$ cat config.mk
export PLATFORM = sky130hd
export DESIGN_NAME = lcc_lane
export DESIGN_NICKNAME = d
export VERILOG_FILES = /design/src/design/lcc_pkg.sv /design/src/design/lcc_lane.sv
export SDC_FILE = /design/constraint.sdc
export NUM_CORES = 1
export LEC_CHECK = 0
export BUFFER_PORTS_ARGS = -buffer_cell sky130_fd_sc_hd__buf_2
export CORE_MARGIN = 1
export CORE_UTILIZATION = 67
export DETAILED_ROUTE_END_ITERATION = 6
export PLACE_DENSITY_LB_ADDON = 0.15
export SYNTH_ARGS = -nofsm -noshare
export SYNTH_HDL_FRONTEND = slang
export SYNTH_SLANG_ARGS = --single-unit
$ cat constraint.sdc
create_clock -name clk -period 11.22 [get_ports clk]
set_input_delay 0.561 -clock clk [delete_from_list [all_inputs] [get_ports clk]]
set_output_delay 0.561 -clock clk [all_outputs]
set_load 0.01 [all_outputs]
$ cat src/design/lcc_pkg.sv
package lcc_pkg;

  // lane count and field widths
  localparam int NUM_LANES   = 8;
  localparam int COEFF_W     = 13;
  localparam int DCOEFF_W    = 12;
  localparam int CODE_W      = 5;
  localparam int PACKED_W    = 40;

  // register indexes on the config port
  localparam logic [1:0] REG_WIDTH_MODE = 2'd0;
  localparam logic [1:0] REG_DIRECTION  = 2'd1;

  // width mode codes (code three behaves as five bits)
  localparam logic [1:0] WM_D1 = 2'd0;
  localparam logic [1:0] WM_D4 = 2'd1;
  localparam logic [1:0] WM_D5 = 2'd2;

  // direction codes
  localparam logic DIR_COMPRESS   = 1'b0;
  localparam logic DIR_DECOMPRESS = 1'b1;

  // modulus and compression constants
  localparam logic [13:0] KQ    = 14'd3329;
  localparam logic [31:0] RND4  = 32'd1665;
  localparam logic [16:0] MUL4  = 17'd80635;
  localparam logic [31:0] RND5  = 32'd1664;
  localparam logic [16:0] MUL5  = 17'd40318;
  localparam logic [17:0] HALFQ = 18'd1664;
  // ceil(2^30 / q), exact quotient for dividends below 2^18
  localparam logic [18:0] RECIP_Q  = 19'd322542;
  localparam int          RECIP_SH = 30;

  typedef logic [CODE_W-1:0]   code_t;
  typedef logic [DCOEFF_W-1:0] dcoeff_t;

  // per-word control carried down the pipe
  typedef struct packed {
    logic [1:0] width_mode;
    logic       direction;
  } ctl_t;

endpackage

$ cat src/design/lcc_lane.sv
module lcc_lane import lcc_pkg::*; (
  input  logic                      clk,
  input  logic                      en,
  input  ctl_t                      ctl,
  input  logic signed [COEFF_W-1:0] coeff,
  input  code_t                     code,
  output code_t                     comp,
  output dcoeff_t                   decomp
);

  logic signed [13:0] cadj;
  logic [31:0]        ext32;
  logic [31:0]        mul_in;
  logic [31:0]        mul_k;
  logic [31:0]        prod;
  logic [17:0]        x1;
  logic [36:0]        prod1;
  code_t              comp_next;
  logic [16:0]        dprod;
  logic [16:0]        dsum;
  dcoeff_t            decomp_next;

  // fold negative coefficients up by q
  assign cadj = coeff[COEFF_W-1] ? ($signed({coeff[COEFF_W-1], coeff}) + $signed(KQ))
                                 : $signed({coeff[COEFF_W-1], coeff});
  assign ext32 = {{18{cadj[13]}}, cadj};

  // shared multiply-and-shift for four and five bit modes, 32-bit wrap
  assign mul_in = (ctl.width_mode == WM_D4) ? ((ext32 << 4) + RND4) : ((ext32 << 5) + RND5);
  assign mul_k  = (ctl.width_mode == WM_D4) ? {15'd0, MUL4} : {15'd0, MUL5};
  assign prod   = mul_in * mul_k;

  // one bit mode: round(2c/q) by reciprocal multiply, keep quotient lsb
  assign x1    = {1'b0, cadj[13], cadj[13], cadj, 1'b0} + HALFQ;
  assign prod1 = {19'd0, x1} * {18'd0, RECIP_Q};

  always_comb begin
    case (ctl.width_mode)
      WM_D1:   comp_next = {4'd0, prod1[RECIP_SH]};
      WM_D4:   comp_next = {1'b0, prod[31:28]};
      default: comp_next = prod[31:27];
    endcase
  end

  // decompress: (n*q + 2^(d-1)) >> d
  assign dprod = {12'd0, code} * {3'd0, KQ};

  always_comb begin
    case (ctl.width_mode)
      WM_D1: begin
        dsum        = dprod + 17'd1;
        decomp_next = dsum[12:1];
      end
      WM_D4: begin
        dsum        = dprod + 17'd8;
        decomp_next = dsum[15:4];
      end
      default: begin
        dsum        = dprod + 17'd16;
        decomp_next = dsum[16:5];
      end
    endcase
  end

  // lane result register
  always_ff @(posedge clk) begin
    if (en) begin
      comp   <= comp_next;
      decomp <= decomp_next;
    end
  end

endmodule

After elaboration in Yosys (flattened, before gate mapping)
Cells that the tools add are included.

storage, ports and cells
  input port bits = 23
  word-level logic and storage cells = 19
  register bits = 17
  output and inout port bits = 17

operators by class
  $add $sub $neg = 7
  reduce and logical (&&, ||, !) cells = 1
  equal/unequal tests = 1
  multiplexer cells = 5
  multipliers = 3

operator list
  operator                                                                count
  32-bit by 17-bit multiplier with 32-bit output                          1
  32-bit two-way mux                                                      1
  18-bit by 18-bit multiplier with 30-bit output (second input constant)  1
  12-bit one-hot mux with 2 select lines                                  1
  19-bit by 12-bit adder with 20-bit output (second input constant)       1
  18-bit by 12-bit adder with 19-bit output (second input constant)       1
  17-bit by 11-bit adder with 18-bit output (second input constant)       1
  17-bit by 5-bit adder with 17-bit output (second input constant)        1
  5-bit by 12-bit multiplier with 17-bit output (second input constant)   1
  17-bit two-way mux                                                      1
  16-bit by 4-bit adder with 16-bit output (second input constant)        1
  13-bit by 13-bit adder with 14-bit output (second input constant)       1
  14-bit two-way mux                                                      1
  13-bit by 1-bit adder with 13-bit output (second input constant)        1
  5-bit one-hot mux with 2 select lines                                   1
  2-bit by 1-bit == test with 1-bit output (second input constant)        1
  2-bit zero test                                                         1

Longest topological paths before layout
  depth in word-level cells = 6
  mapped depth = 34

Worst setup path before layout
Ideal clock, no wire load.

  kind = input to register
  start = input port coeff[0]
  end = register comp[3] (data pin)
  arrival = 9.007 ns
  setup slack = 1.942 ns
  stages = 31
  buffers on the path = 1
  required time = 10.949 ns
  library setup time = 0.271 ns
  cells stage by stage = ha_1 > buf_2 > nand2_1 > o21a_1 > nor2_1 > inv_1 > ha_1 > a31oi_1 > a22oi_2 > nor4b_4 > nor3_4 > nand2_1 > inv_2 > nor2_1 > fa_1 > fa_1 > fa_1 > inv_1 > fa_1 > fa_1 > inv_1 > fa_1 > inv_1 > ha_1 > a21o_1 > a221oi_1 > o21ai_0 > a211oi_1 > nor2b_1 > o31ai_1 > o32ai_2

between the ends
  cells in the longest elaborated chain, start to end = 6

RTL lines
  item                                                                                                           line            RTL
  from (decl)                                                                                                    lcc_lane.sv:5   input logic signed [COEFF_W-1:0] coeff,
  13-bit by 13-bit adder with 14-bit output                                                                      lcc_lane.sv:24  assign cadj = coeff[COEFF_W-1] ? ($signed({coeff[COEFF_W-1], coeff}) + $signed(KQ))
  14-bit two-way mux *                                                                                           lcc_lane.sv:24
  19-bit by 12-bit adder with 20-bit output / 18-bit by 12-bit adder with 19-bit output (equally long branches)  lcc_lane.sv:29  assign mul_in = (ctl.width_mode == WM_D4) ? ((ext32 << 4) + RND4) : ((ext32 << 5) + RND5);
  32-bit two-way mux *                                                                                           lcc_lane.sv:29
  32-bit by 17-bit multiplier with 32-bit output *                                                               lcc_lane.sv:31  assign prod = mul_in * mul_k;
  5-bit one-hot mux with 2 select lines *                                                                        lcc_lane.sv:38  case (ctl.width_mode)
  named net comp_next[3]                                                                                         lcc_lane.sv:18  code_t comp_next;
  to (signal assigned)                                                                                           lcc_lane.sv:68  comp <= comp_next;
  to (decl)                                                                                                      lcc_lane.sv:7   output code_t comp,

The timed path passes the listed nets; every way through them passes the cells marked *.
A chain may end at the register's enable or synchronous reset.

Final worst setup path
  start = input port coeff[12]
  end = register comp[3] (data pin)

Same word-level chain as after synthesis.

==> flow_summary.toml <==
[synthesis]
yosysUniqueCellTypes = 73
synth_top_area_frac = 0.439
synthTopCellsByArea = "fa_1, ha_1, inv_1, edfxtp_1, xnor2_1"
synth-seq-cells = 17
netlist_area_um2 = 13800
synthFlopType = "edfxtp_1"
synth_top_area_cell = "fa_1"
synth_edf_count = 17
ys_warn_count = 0
async_flop_share = 0
ys_seq_area_frac = 0.0369
avgSynthCellArea_um2 = 9.59
postSynthCellCount = 1441

[finish]
fin_util = 0.708
design_area_um2 = 14300
nets = 2008
multi_input_area_um2 = 11400
seqCellArea_um2 = 510
mostFrequentLayoutCells = "inv_1, fa_1, ha_1"
areaGrowthSynthToFinish_pct = 3.57
layout_commonest_cell = "inv_1"
drive_gt1_frac = 0.0468
fill_cells = 1538

[timing]
setup_viol = 0
drv_slew = 0
fin_crit_sh = 0.871
fmax_mhz = 102
max_slew.worst_pin.slew_ps = 980
whs_ps = 705
period_needed_ps = 9770
slew_headroom = 0.340
rsz0062_at_grt = "no"
fin_setup_tns_ps = 0
finalHoldViolCount = 0

[die]
dieArea_um2 = 21200
ioPinCount = 40
dieHeight_um = 146
core_um2 = 20200
row_count = 52
die_w_um = 146
start_util = 0.683

[grt]
grt_max_degree = 31
grt_pass1_wl_um = 50500
grt_overflow = 0
grtUsageTotal = 0.305
grt_pass1_vias = 10186
grt_antenna_before_repair = 1

[clock_network]
cts_made_buffers = 3
cts_tree = "done"
clk_pin_slew_ps = 50
cts_root_buf = "clkbuf_16"
cts.repair.resized = 0
cts_sinks = 17
post_cts_buffers = 0
holdBufCountCts = 0
ctsLongestPathBuffers = 2
h-tree-depth = 1

[drt]
drt_wl_total_um = 29700
ant_nets = 0
vias = 9288
remaining_drc_errors = 0
drt_iter0_drc = 550
avgRoutedWirePerCell_um = 17.2
vias_per_cell = 5.38
drt_pass1_iterations = 6

[place]
placed_area_um2 = 14200
gp_congestion = 0.974
place_hpwl_um = 27100
io_buffers = 38

[worst_setup_path]
worstSetupPathType = "in2reg"
cp-end-kind = "register"
crit_path_frequent_cell = "fa_1"
cp-endpoint = "comp[3]$_DFFE_PP_"
startpoint_type = "input port"
cpMaxStageDelayCell = "fa_1"
crit_required_ps = 11200
critPathArrivalTime_ps = 9750
startpoint = "coeff[12]"
critPathMaxStageDelay_ps = 590
crit_path_max_fanout = 17

[status]
status = "completed"

[run]
cap_violations = 0

[worst_hold_path]
holdCritPathClass = "in2reg"
min_from = "code[0]"
area by class of cell:
| cell class | count | area share |
|---|---|---|
| flip-flops and latches | 17 | 0.0357 |
| inverters | 471 | 0.123 |
| multi-input cells | 918 | 0.795 |
| well taps | 270 | 0.0236 |
| clock buffers | 4 | 0.00551 |
| repair buffers | 44 | 0.0164 |
| diodes | 1 | 0.000175 |
stage by stage:
| step | std cells | worst slack (ps) |
|---|---|---|
| 2_1_floorplan | 1448 | 1940 |
| 3_3_place_gp | 1720 | 1380 |
| 3_5_place_dp | 1720 | 1190 |
| 4_1_cts | 1724 | 1420 |
| 5_1_grt | 1725 | 557 |
| 6_report | 1725 | 1450 |
sequential cells by signal, summed over array words and instances (netlist names):
register,count
decomp,12
comp,5
worst min path at each step:
stage               cells after the start                   to  slack (ps)
global route                            2  decomp[3]$_DFFE_PP_         700
CTS                                     2  decomp[3]$_DFFE_PP_         700
finish                                  2  decomp[3]$_DFFE_PP_         710
floorplan                               0    comp[0]$_DFFE_PP_         670
detailed placement                      2  decomp[3]$_DFFE_PP_         940
global placement                        2  decomp[3]$_DFFE_PP_         940
per-layer routing:
metal  global-route usage  vias up  share of wire  wire length, um
met5                    0        -              0                0
met4               0.0447        0          0.015              457
met1                0.430     4669           0.44            13100
met3               0.0292       30          0.050             1480
met2                0.527      257           0.50            14800
li1                     -     4332              -                -
cells in the mapped netlist, types with 2 or more instances:
master,n
a21oi_1,30
o31ai_1,6
buf_4,2
nand3_1,6
a221o_1,2
nor3_1,13
clkbuf_1,30
xnor3_1,2
nand2_1,68
and2_1,8
nor2_1,42
fa_1,303
conb_1,2
nor2b_1,6
o22ai_1,2
nand4_1,13
xor2_1,11
a2111o_1,2
o21a_1,4
o21ai_0,23
a21o_1,15
and3_1,4
and4_1,2
ha_1,227
nand2b_1,7
mux2i_1,6
buf_2,6
or2_2,4
a22o_1,3
mux2_2,2
a21boi_0,4
buf_1,2
o211ai_1,3
a31oi_1,2
buf_6,2
xnor2_1,51
edfxtp_1,17
o21bai_1,3
inv_1,469
a211oi_1,4
kinds of logic (layout without fill, tap and decap cells):
group,count (synthesis),after routing,share of synthesized area
xor gates and xnor gates,64,64,0.0425
AOI/OAI and AO/OA,123,123,0.0625
adders and majority gates,530,530,0.644
DFF,17,17,0.0369
other,2,10,0.000543
buffers and inverters,513,519,0.141
and+or+nand+nor,184,184,0.0658
muxes,8,8,0.00597
worst max-delay path: cells and delay by family:
| family | cells | cell delay [ps] |
|---|---|---|
| AOI/OAI and AO/OA | 9 | 2540 |
| adders and majority gates | 8 | 3490 |
| buffers and inverters | 7 | 1500 |
| and+or+nand+nor | 8 | 1650 |
Power is left out: the tool's default activity adds up to more than one toggle a clock period on the data nets, which glitch-free logic cannot reach.
