### src/design/lcc_pkg.sv
package lcc_pkg;

  // lane count and field widths
  localparam int NUM_LANES   = 8;
  localparam int COEFF_W     = 13;
  localparam int DCOEFF_W    = 12;
  localparam int CODE_W      = 5;
  localparam int PACKED_W    = 40;

  // register indexes on the config port
  localparam logic [1:0] REG_WIDTH_MODE = 2'd0;
  localparam logic [1:0] REG_DIRECTION  = 2'd1;

  // width mode codes (code three behaves as five bits)
  localparam logic [1:0] WM_D1 = 2'd0;
  localparam logic [1:0] WM_D4 = 2'd1;
  localparam logic [1:0] WM_D5 = 2'd2;

  // direction codes
  localparam logic DIR_COMPRESS   = 1'b0;
  localparam logic DIR_DECOMPRESS = 1'b1;

  // modulus and compression constants
  localparam logic [13:0] KQ    = 14'd3329;
  localparam logic [31:0] RND4  = 32'd1665;
  localparam logic [16:0] MUL4  = 17'd80635;
  localparam logic [31:0] RND5  = 32'd1664;
  localparam logic [16:0] MUL5  = 17'd40318;
  localparam logic [17:0] HALFQ = 18'd1664;
  // ceil(2^30 / q), exact quotient for dividends below 2^18
  localparam logic [18:0] RECIP_Q  = 19'd322542;
  localparam int          RECIP_SH = 30;

  typedef logic [CODE_W-1:0]   code_t;
  typedef logic [DCOEFF_W-1:0] dcoeff_t;

  // per-word control carried down the pipe
  typedef struct packed {
    logic [1:0] width_mode;
    logic       direction;
  } ctl_t;

endpackage

### src/design/lcc_merge.sv
module lcc_merge import lcc_pkg::*; (
  input  ctl_t          ctl,
  input  code_t         comp   [NUM_LANES],
  input  dcoeff_t       decomp [NUM_LANES],
  output logic [PACKED_W-1:0] packed_word,
  output dcoeff_t       coeff  [NUM_LANES]
);

  logic [PACKED_W-1:0] pack1;
  logic [PACKED_W-1:0] pack4;
  logic [PACKED_W-1:0] pack5;

  // pack lanes lsb first at each width
  always_comb begin
    pack1 = '0;
    pack4 = '0;
    pack5 = '0;
    for (int i = 0; i < NUM_LANES; i++) begin
      pack1[i]         = comp[i][0];
      pack4[4*i +: 4]  = comp[i][3:0];
      pack5[5*i +: 5]  = comp[i];
    end
  end

  // select by width and zero the unused side
  always_comb begin
    if (ctl.direction == DIR_COMPRESS) begin
      case (ctl.width_mode)
        WM_D1:   packed_word = pack1;
        WM_D4:   packed_word = pack4;
        default: packed_word = pack5;
      endcase
    end else begin
      packed_word = '0;
    end
    for (int i = 0; i < NUM_LANES; i++) begin
      coeff[i] = (ctl.direction == DIR_DECOMPRESS) ? decomp[i] : '0;
    end
  end

endmodule

### config.mk
export PLATFORM = sky130hd
export DESIGN_NAME = lcc_merge
export DESIGN_NICKNAME = d
export VERILOG_FILES = /design/src/design/lcc_pkg.sv /design/src/design/lcc_merge.sv
export SDC_FILE = /design/constraint.sdc
export NUM_CORES = 1
export LEC_CHECK = 0
export BUFFER_PORTS_ARGS = -buffer_cell sky130_fd_sc_hd__buf_4
export CAP_MARGIN = 5
export CORE_AREA = 2 2 107 109
export DETAILED_ROUTE_END_ITERATION = 16
export DIE_AREA = 0 0 109 111
export GPL_TIMING_DRIVEN = 1
export PLACE_DENSITY_LB_ADDON = 0.15
export SKIP_LAST_GASP = 1
export SLEW_MARGIN = 20
export SYNTH_ARGS = -nofsm -noshare
export SYNTH_HDL_FRONTEND = slang
export SYNTH_SLANG_ARGS = --single-unit
### constraint.sdc
create_clock -name vclk -period 1.5
set_input_delay 0.225 -clock vclk [all_inputs]
set_output_delay 0.225 -clock vclk [all_outputs]
set_load 0.01 [all_outputs]
# [After elaboration in Yosys (flattened, before gate mapping)]
# Cells that the tools add are included.
[totals] ff_bits=0 input_bits=139 out_inout_bits=136
[classes] n_eq_ne=1 mux=10 n_reduce_logical=1
[op_table] cell="12-bit 2-to-1 mux" n=8
[op_table] cell="40-bit case mux with 2 select lines" n=1
[op_table] cell="40-bit 2-to-1 mux" n=1
[op_table] cell="2-bit by 1-bit equality test with 1-bit output, second input constant" n=1
[op_table] cell="2-bit zero test" n=1

# [Depth between registers and ports, before layout]
# Gate-level depths: netlist of run 1.
[logic_depth] word_depth=3 depth_mapped=4

# [Worst setup path before layout of run 1]
# Ideal clock, no wire load.
[synth_path] path_type="input-to-output" from="input port ctl[1] (netlist name)" to="output port packed_word[1]" t_arrival_ns=0.888 setup_slack_ns=0.387 path_stages=3 path_cell_list="buf_6 -> or3b_1 -> a21oi_1"
[synth_between] elab_chain_len=3 word_cells_on_any_way=4
[synth_rtl] item="from (decl)" line="lcc_merge.sv:2" rtl="input ctl_t ctl,"
[synth_rtl] item="2-bit by 1-bit equality test with 1-bit output / 2-bit zero test (equally long branches)" line="lcc_merge.sv:28" rtl="case (ctl.width_mode)"
[synth_rtl] item="40-bit case mux with 2 select lines *" line="lcc_merge.sv:28"
[synth_rtl] item="40-bit 2-to-1 mux *" line="lcc_merge.sv:27" rtl="if (ctl.direction == DIR_COMPRESS) begin"
[synth_rtl] item="to (decl)" line="lcc_merge.sv:5" rtl="output logic [PACKED_W-1:0] packed_word,"
# Every way passes the cells marked *; elsewhere a longest branch is shown, timed or not.

# [Worst setup path after layout of run 1]
[layout_path] from="input port ctl[1] (netlist name)" to="output port packed_word[15]"
# The elaborated chain is that of the path after synthesis.

==> impl_metrics.csv, run 1 <==
group,metric,value,unit
critical_path,cp.required,1.27,ns
floorplan,die_area,0.0121,mm2
critical_path,crit_top_cell,"buf_4",
routing,vias_per_cell,3.87,
floorplan,io_pins,275,
routing,wl,8.45,mm
critical_path,critPathLaunch,"ctl[1]",
power,irDropWorstVdd,0.123,mV
global_routing,grt_pass1_wl,12.4,mm
clocking,postCtsResizedCells,0,
min_path,hold_class,"in2out",
global_routing,top_usage_layer,"met2",
floorplan,core_area,0.0111,mm2
critical_path,cp_num_buf_inv,3,
timing,finalSetupViolCount,0,
timing,fmax,743,MHz
critical_path,cp.arrival,1.12,ns
floorplan,die_h,111,um
finish,finalNetCount,620,
finish,multi_input_area,0.00123,mm2
critical_path,critPathTopFamily,"buffers and inverters",
routing,postRouteAntennaNets,0,
global_routing,grt_usage,12.6,%
logic_synthesis,yosysTopAreaCell,"and2_1",
logic_synthesis,syn_nets,363,
logic_synthesis,avgSynthCellArea,6.15,um2
critical_path,worstSetupEndpoint,"packed_word[15]",
finish,seqCellArea,0,um2
critical_path,critical_path_class,"in2out",
critical_path,cp_num_cells,5,
min_path,whs_path_depth,3,
timing,timing.final.crit_share,89.8,%
timing,period_needed,1.35,ns
logic_synthesis,synth_cell_type_count,15,
flow_run,cap_violations,0,
floorplan,initial_core_util,12.4,%
global_routing,antenna_found_initial,0,
finish,drive_gt1_share,59.3,%
logic_synthesis,ys_warn_count,0,
place,dpl-instance-area,0.00353,mm2
finish,fillers,1198,
timing,finalMaxSlewViolations,0,
logic_synthesis,synthTopCellsByArea,"and2_1, nand3b_1, a21oi_1, nand2_1, buf_2",
power,p_per_area,277,mW/mm2
clocking,post_cts.repair.setup_buffers,0,
finish,area_growth,156,%
status,status,"completed",
timing,hold_slack,0.735,ns
critical_path,max_stage_delay,0.27,ns
floorplan,die_w,109,um
timing,worst_pin_slew,0.339,ns
routing,wl_per_cell,13.6,um
logic_synthesis,seq_area_frac_synth,0,%
finish,nFlopsAndLatches,0,
finish,nClkBuffers,0,
critical_path,path_max_fanout,26,
global_routing,grtUsageMet2,22.9,%
critical_path,cp-start-kind,"primary input",
logic_synthesis,syn_inst,224,
logic_synthesis,synth_area,0.00138,mm2
place,place.gp.congestion,0.744,
power,p_leak,1.87,nW
critical_path,cp_cell_sequence,"buf_4 > buf_4 > nand3b_1 > a21oi_1 > buf_4",
critical_path,end_kind,"output port",
global_routing,grt_pass1_vias,2372,
timing,final-hold-violation-count,0,
global_routing,overflow,0,
timing,slew_headroom,77.4,%
finish,num_antenna_cells,0,
global_routing,grt_max_degree,86,
clocking,postCtsHoldBufs,0,
place,io_buffer_count,275,
timing,fin_tns_setup,0,ns
global_routing,gr-usage-met1,15.2,%
routing,drt_first_pass_iters,4,
logic_synthesis,synth.top_cell.area_share,47.2,%
floorplan,row_count,39,
routing,vias,2408,
finish,design_area,0.00353,mm2
global_routing,grt_util_met3,3.23,%
routing,drc,0,
timing,rsz0062_at_grt,"false",
place,place_hpwl,7.09,mm
critical_path,crit_slowest_cell,"buf_4",
routing,dr.first_iter.drc_count,53,
==> layer usage <==
metal | vias up | part of all wire [%]
li1 | 1230 | -
met1 | 1038 | 38
met2 | 134 | 51
met3 | 6 | 10
met4 | 0 | 1.4
met5 | - | 0
==> tightest hold or removal path: stages <==
cell and delay [ns]:
buf_4 0.07, and2_1 0.10, buf_4 0.11
==> worst min path at each step <==
stage	from	end	slack, ns
CTS	comp[4]	packed_word[39]	0.74
detailed placement	comp[4]	packed_word[39]	0.74
global placement	comp[9]	packed_word[34]	0.74
floorplan	comp[27]	packed_word[12]	0.58
global route	decomp[20]	coeff[20]	0.75
finish	comp[4]	packed_word[39]	0.74
==> cells in the mapped netlist <==
| master | n |
|---|---|
| clkbuf_1 | 2 |
| mux2i_1 | 4 |
| buf_4 | 2 |
| nand3b_1 | 24 |
| buf_6 | 4 |
| buf_2 | 16 |
| and2b_1 | 1 |
| nand2_1 | 24 |
| inv_2 | 1 |
| a21oi_1 | 27 |
| nor2b_1 | 5 |
| a211oi_2 | 4 |
| and2_1 | 104 |
| o21ai_0 | 3 |
| or3b_1 | 3 |
==> per-stage QoR <==
step	cells	power, mW	setup slack (ns)	utilization (%)
6_report	622	0.978	0.153	31.9
5_1_grt	622	1.07	0.0494	31.9
4_1_cts	622	0.995	0.144	31.9
3_5_place_dp	622	0.991	0.147	31.9
3_3_place_gp	622	0.990	0.146	31.9
2_1_floorplan	224	0.376	0.387	-
==> logic make-up after synthesis <==
group,after synthesis,share of synthesized area [%]
and+or+nand+nor,161,71.6
AOI/OAI and AO/OA,34,14.5
buffers and inverters,25,11.0
muxes,4,2.91
==> where the power goes <==
group	internal (mW)	switching, mW	leakage [nW]	total [mW]
combinational	0.587	0.391	1.87	0.978
sequential	0	0	0	0
clock	0	0	0	0
total	0.587	0.391	1.87	0.978
==> cell type report <==
type / instances / area share (%)
timing repair buffer: 279 / 60.1
tap: 143 / 5.07
multi-input combinational: 199 / 34.8
inverter: 1 / 0.106
==> cells in the final DEF (no fill, tap or decap), types with 2 or more instances in the layout <==
cell type | netlist | routed
a211oi_2 | 4 | 4
a21oi_1 | 27 | 27
and2_1 | 104 | 104
buf_12 | 0 | 2
buf_4 | 2 | 277
mux2i_1 | 4 | 4
nand2_1 | 24 | 24
nand3b_1 | 24 | 24
nor2b_1 | 5 | 5
o21ai_0 | 3 | 3
or3b_1 | 3 | 3
No activity file was read; power rests on OpenSTA's default activity.
==> run 2, diff against run 1 <==
- CELL_PAD_IN_SITES_DETAIL_PLACEMENT: default -> 1
- CELL_PAD_IN_SITES_GLOBAL_PLACEMENT: default -> 1
- CORE_AREA: 2 2 107 109 -> 2 2 105 107
- DIE_AREA: 0 0 109 111 -> 0 0 107 109
- REMOVE_ABC_BUFFERS: default -> 1
==> run 2 against run 1 <==
Net effect: via count up 2.6%; combinational power up 0.9%; die area down 3.6%; first-iteration DRC count up 77%; flip-flop and latch count unchanged; final cell count up 0.16%; critical path depth down 1.
==> impl_metrics.csv, run 2 (synthesized netlist as in run 1, its figures left out) <==
group,metric,value,unit
status,status,"completed",
timing,fin_tns_setup,0,ns
place,place_hpwl,7.62,mm
timing,fmax,734,MHz
floorplan,die_area,0.0117,mm2
finish,finalNetCount,624,
flow_run,cap_violations,0,
timing,period_needed,1.36,ns
global_routing,grt_pass1_wl,13.3,mm
timing,timing.final.crit_share,90.8,%
finish,drive_gt1_share,59.6,%
power,p_per_area,279,mW/mm2
clocking,post_cts.repair.setup_buffers,0,
critical_path,critPathLaunch,"ctl[1]",
critical_path,end_kind,"output port",
critical_path,cp.required,1.27,ns
floorplan,row_count,38,
place,dpl-instance-area,0.00354,mm2
finish,seqCellArea,0,um2
routing,wl_per_cell,14.4,um
place,place.gp.congestion,0.772,
place,io_buffer_count,275,
routing,vias_per_cell,3.96,
global_routing,grt_max_degree,92,
clocking,postCtsHoldBufs,0,
floorplan,die_h,109,um
finish,design_area,0.00354,mm2
finish,final_common_cell,"buf_4",
min_path,min_from,"comp[9]",
finish,multi_input_area,0.00123,mm2
global_routing,grt_pass1_vias,2555,
routing,vias,2470,
min_path,hold_class,"in2out",
critical_path,critical_path_class,"in2out",
timing,rsz0062_at_grt,"false",
power,irDropWorstVdd,0.103,mV
critical_path,path_max_fanout,30,
finish,num_antenna_cells,0,
global_routing,grt_usage,13.9,%
routing,drt_first_pass_iters,4,
floorplan,initial_core_util,13.0,%
min_path,whs_path_depth,3,
timing,finalSetupViolCount,0,
critical_path,cp.arrival,1.14,ns
timing,worst_pin_slew,0.331,ns
finish,nFlopsAndLatches,0,
finish,nClkBuffers,0,
timing,final-hold-violation-count,0,
power,p_leak,1.88,nW
routing,wl,8.95,mm
routing,dr.first_iter.drc_count,94,
floorplan,io_pins,275,
finish,fillers,1354,
critical_path,cp-start-kind,"primary input",
floorplan,die_w,107,um
routing,postRouteAntennaNets,0,
timing,finalMaxSlewViolations,0,
floorplan,core_area,0.0106,mm2
global_routing,antenna_found_initial,0,
clocking,postCtsResizedCells,0,
routing,drc,0,
timing,slew_headroom,78.0,%
finish,mostFrequentLayoutCells,"buf_4, and2_1, a21oi_1, nand2_1, nand3b_1",
finish,area_growth,157,%
global_routing,overflow,0,
## run 2: stage by stage
| step | std cells | hold slack (ns) | setup slack, ns | power, mW | utilization [%] |
|---|---|---|---|---|---|
| after floorplan | 200 | 0.478 | 0.472 | 0.299 | - |
| after CTS | 623 | 0.739 | 0.138 | 1.01 | 33.4 |
| after global placement | 623 | 0.739 | 0.156 | 0.992 | 33.4 |
| after global routing | 623 | 0.751 | 0.0837 | 1.08 | 33.4 |
| after detailed placement | 623 | 0.739 | 0.140 | 1.00 | 33.4 |
| final | 623 | 0.740 | 0.137 | 0.987 | 33.4 |
## run 2: metal layers
metal	vias to the layer above	GRT usage, %	part of all wire, %
li1	1242	-	-
met1	1092	15.5	36
met2	130	27.3	54
met3	6	3.77	9.5
met4	0	1.21	1.0
met5	-	0	0
## run 2: worst max-delay path: stages
cell	delay, ns
buf_4	0.22
or3b_1	0.38
a21oi_1	0.16
buf_4	0.14
## run 2: final timing paths
path                           to  slack, ns
setup / recovery   packed_word[2]       0.14
hold / removal    packed_word[34]       0.74
## run 2: report_power, final
group	switching (mW)	total (mW)	internal (mW)
sequential	0	0	0
combinational	0.397	0.987	0.590
clock	0	0	0
## run 2: final cells by class
class / count / area share (%)
multi-input cells: 199 / 34.6
inverters: 1 / 0.106
well taps: 140 / 4.95
repair buffers: 283 / 60.3
==> run 3, diff against run 2 <==
- CELL_PAD_IN_SITES_DETAIL_PLACEMENT: 1 -> 0
==> run 3 against run 2 <==
Net effect: die area is the same; sequential share of layout area unchanged; final area stayed put; power decreased by 1.1%; non-clock buffer count stayed put; count of clock-buffer cells in the layout did not move; first-iteration DRC count decreased by 15%; global-route usage is 1.6 points lower; critical path depth unchanged; critical endpoint unchanged; largest power group unchanged.
==> impl_metrics.csv, run 3 (synthesized netlist as in run 1, its figures left out) <==
group,metric,value,unit
floorplan,row_count,38,
timing,hold_slack,0.732,ns
floorplan,initial_core_util,13.0,%
critical_path,end_kind,"output port",
flow_run,cap_violations,0,
routing,drt_first_pass_iters,4,
routing,drc,0,
critical_path,cp_cell_sequence,"buf_4 > or3b_1 > a21oi_1 > buf_4",
floorplan,die_h,109,um
critical_path,cp.arrival,1.12,ns
finish,num_antenna_cells,0,
global_routing,antenna_found_initial,0,
min_path,hold_class,"in2out",
routing,vias_per_cell,3.96,
critical_path,max_stage_delay,0.38,ns
routing,wl_per_cell,13.2,um
finish,finalNetCount,624,
timing,timing.final.crit_share,89.9,%
finish,mostFrequentLayoutCells,"buf_4, and2_1, a21oi_1, nand2_1, nand3b_1",
timing,slew_headroom,77.7,%
finish,seqCellArea,0,um2
power,p_leak,1.88,nW
timing,period_needed,1.35,ns
timing,worst_pin_slew,0.335,ns
finish,final_common_cell,"buf_4",
place,place.gp.congestion,0.772,
floorplan,die_area,0.0117,mm2
floorplan,core_area,0.0106,mm2
finish,nFlopsAndLatches,0,
critical_path,cp.required,1.27,ns
floorplan,die_w,107,um
timing,fin_tns_setup,0,ns
place,dp_slack,0.160,ns
finish,final_util,33.4,%
power,p_per_area,276,mW/mm2
critical_path,critical_path_class,"in2out",
global_routing,grt_pass1_vias,2335,
global_routing,grt_usage,12.4,%
place,place_hpwl,7.00,mm
status,status,"completed",
clocking,post_cts.repair.setup_buffers,0,
power,p_total,0.976,mW
routing,vias,2466,
global_routing,grt_max_degree,92,
place,io_buffer_count,275,
timing,rsz0062_at_grt,"false",
routing,wl,8.25,mm
power,irDropWorstVdd,0.123,mV
clocking,postCtsHoldBufs,0,
finish,nClkBuffers,0,
critical_path,path_max_fanout,30,
floorplan,io_pins,275,
global_routing,overflow,0,
timing,finalMaxSlewViolations,0,
timing,worst_slack,0.151,ns
critical_path,critPathTopFamily,"simple AND/OR/NAND/NOR gates",
critical_path,cp_num_buf_inv,2,
routing,postRouteAntennaNets,0,
clocking,postCtsResizedCells,0,
timing,fmax,741,MHz
timing,final-hold-violation-count,0,
critical_path,crit_top_cell,"buf_4",
global_routing,grt_pass1_wl,11.7,mm
finish,area_growth,157,%
routing,dr.first_iter.drc_count,80,
critical_path,cp-start-kind,"primary input",
critical_path,crit_slowest_cell,"or3b_1",
timing,finalSetupViolCount,0,
finish,drive_gt1_share,59.6,%
==> run 3: path summary, 6_finish.rpt <==
path	cells after the start	end	startpoint
hold / removal	3	packed_word[34]	comp[9]
setup / recovery	4	packed_word[2]	ctl[1]
==> run 3: through the flow <==
stage	area (um2)	instances
4_1_cts	3540	623
2_1_floorplan	1230	200
3_5_place_dp	3540	623
6_report	3540	623
3_3_place_gp	3540	623
5_1_grt	3540	623
==> run 3: final cells by class <==
class	instances	area [um2]
tap	140	175
inverter	1	3.75
fill	1153	7060
timing repair buffer	283	2140
multi-input combinational	199	1230
==> run 3: where the power goes <==
group / switching (mW) / leakage, nW / internal [mW]
clock: 0 / 0 / 0
sequential: 0 / 0 / 0
combinational: 0.386 / 1.88 / 0.590
total: 0.386 / 1.88 / 0.590
==> run 3: routing by layer <==
metal,routed length (um),up-vias,global-route usage (%)
met1,2920,1082,13.3
met4,138,0,1.86
met3,786,10,2.87
li1,-,1238,-
met5,0,-,0
met2,4410,136,24.8
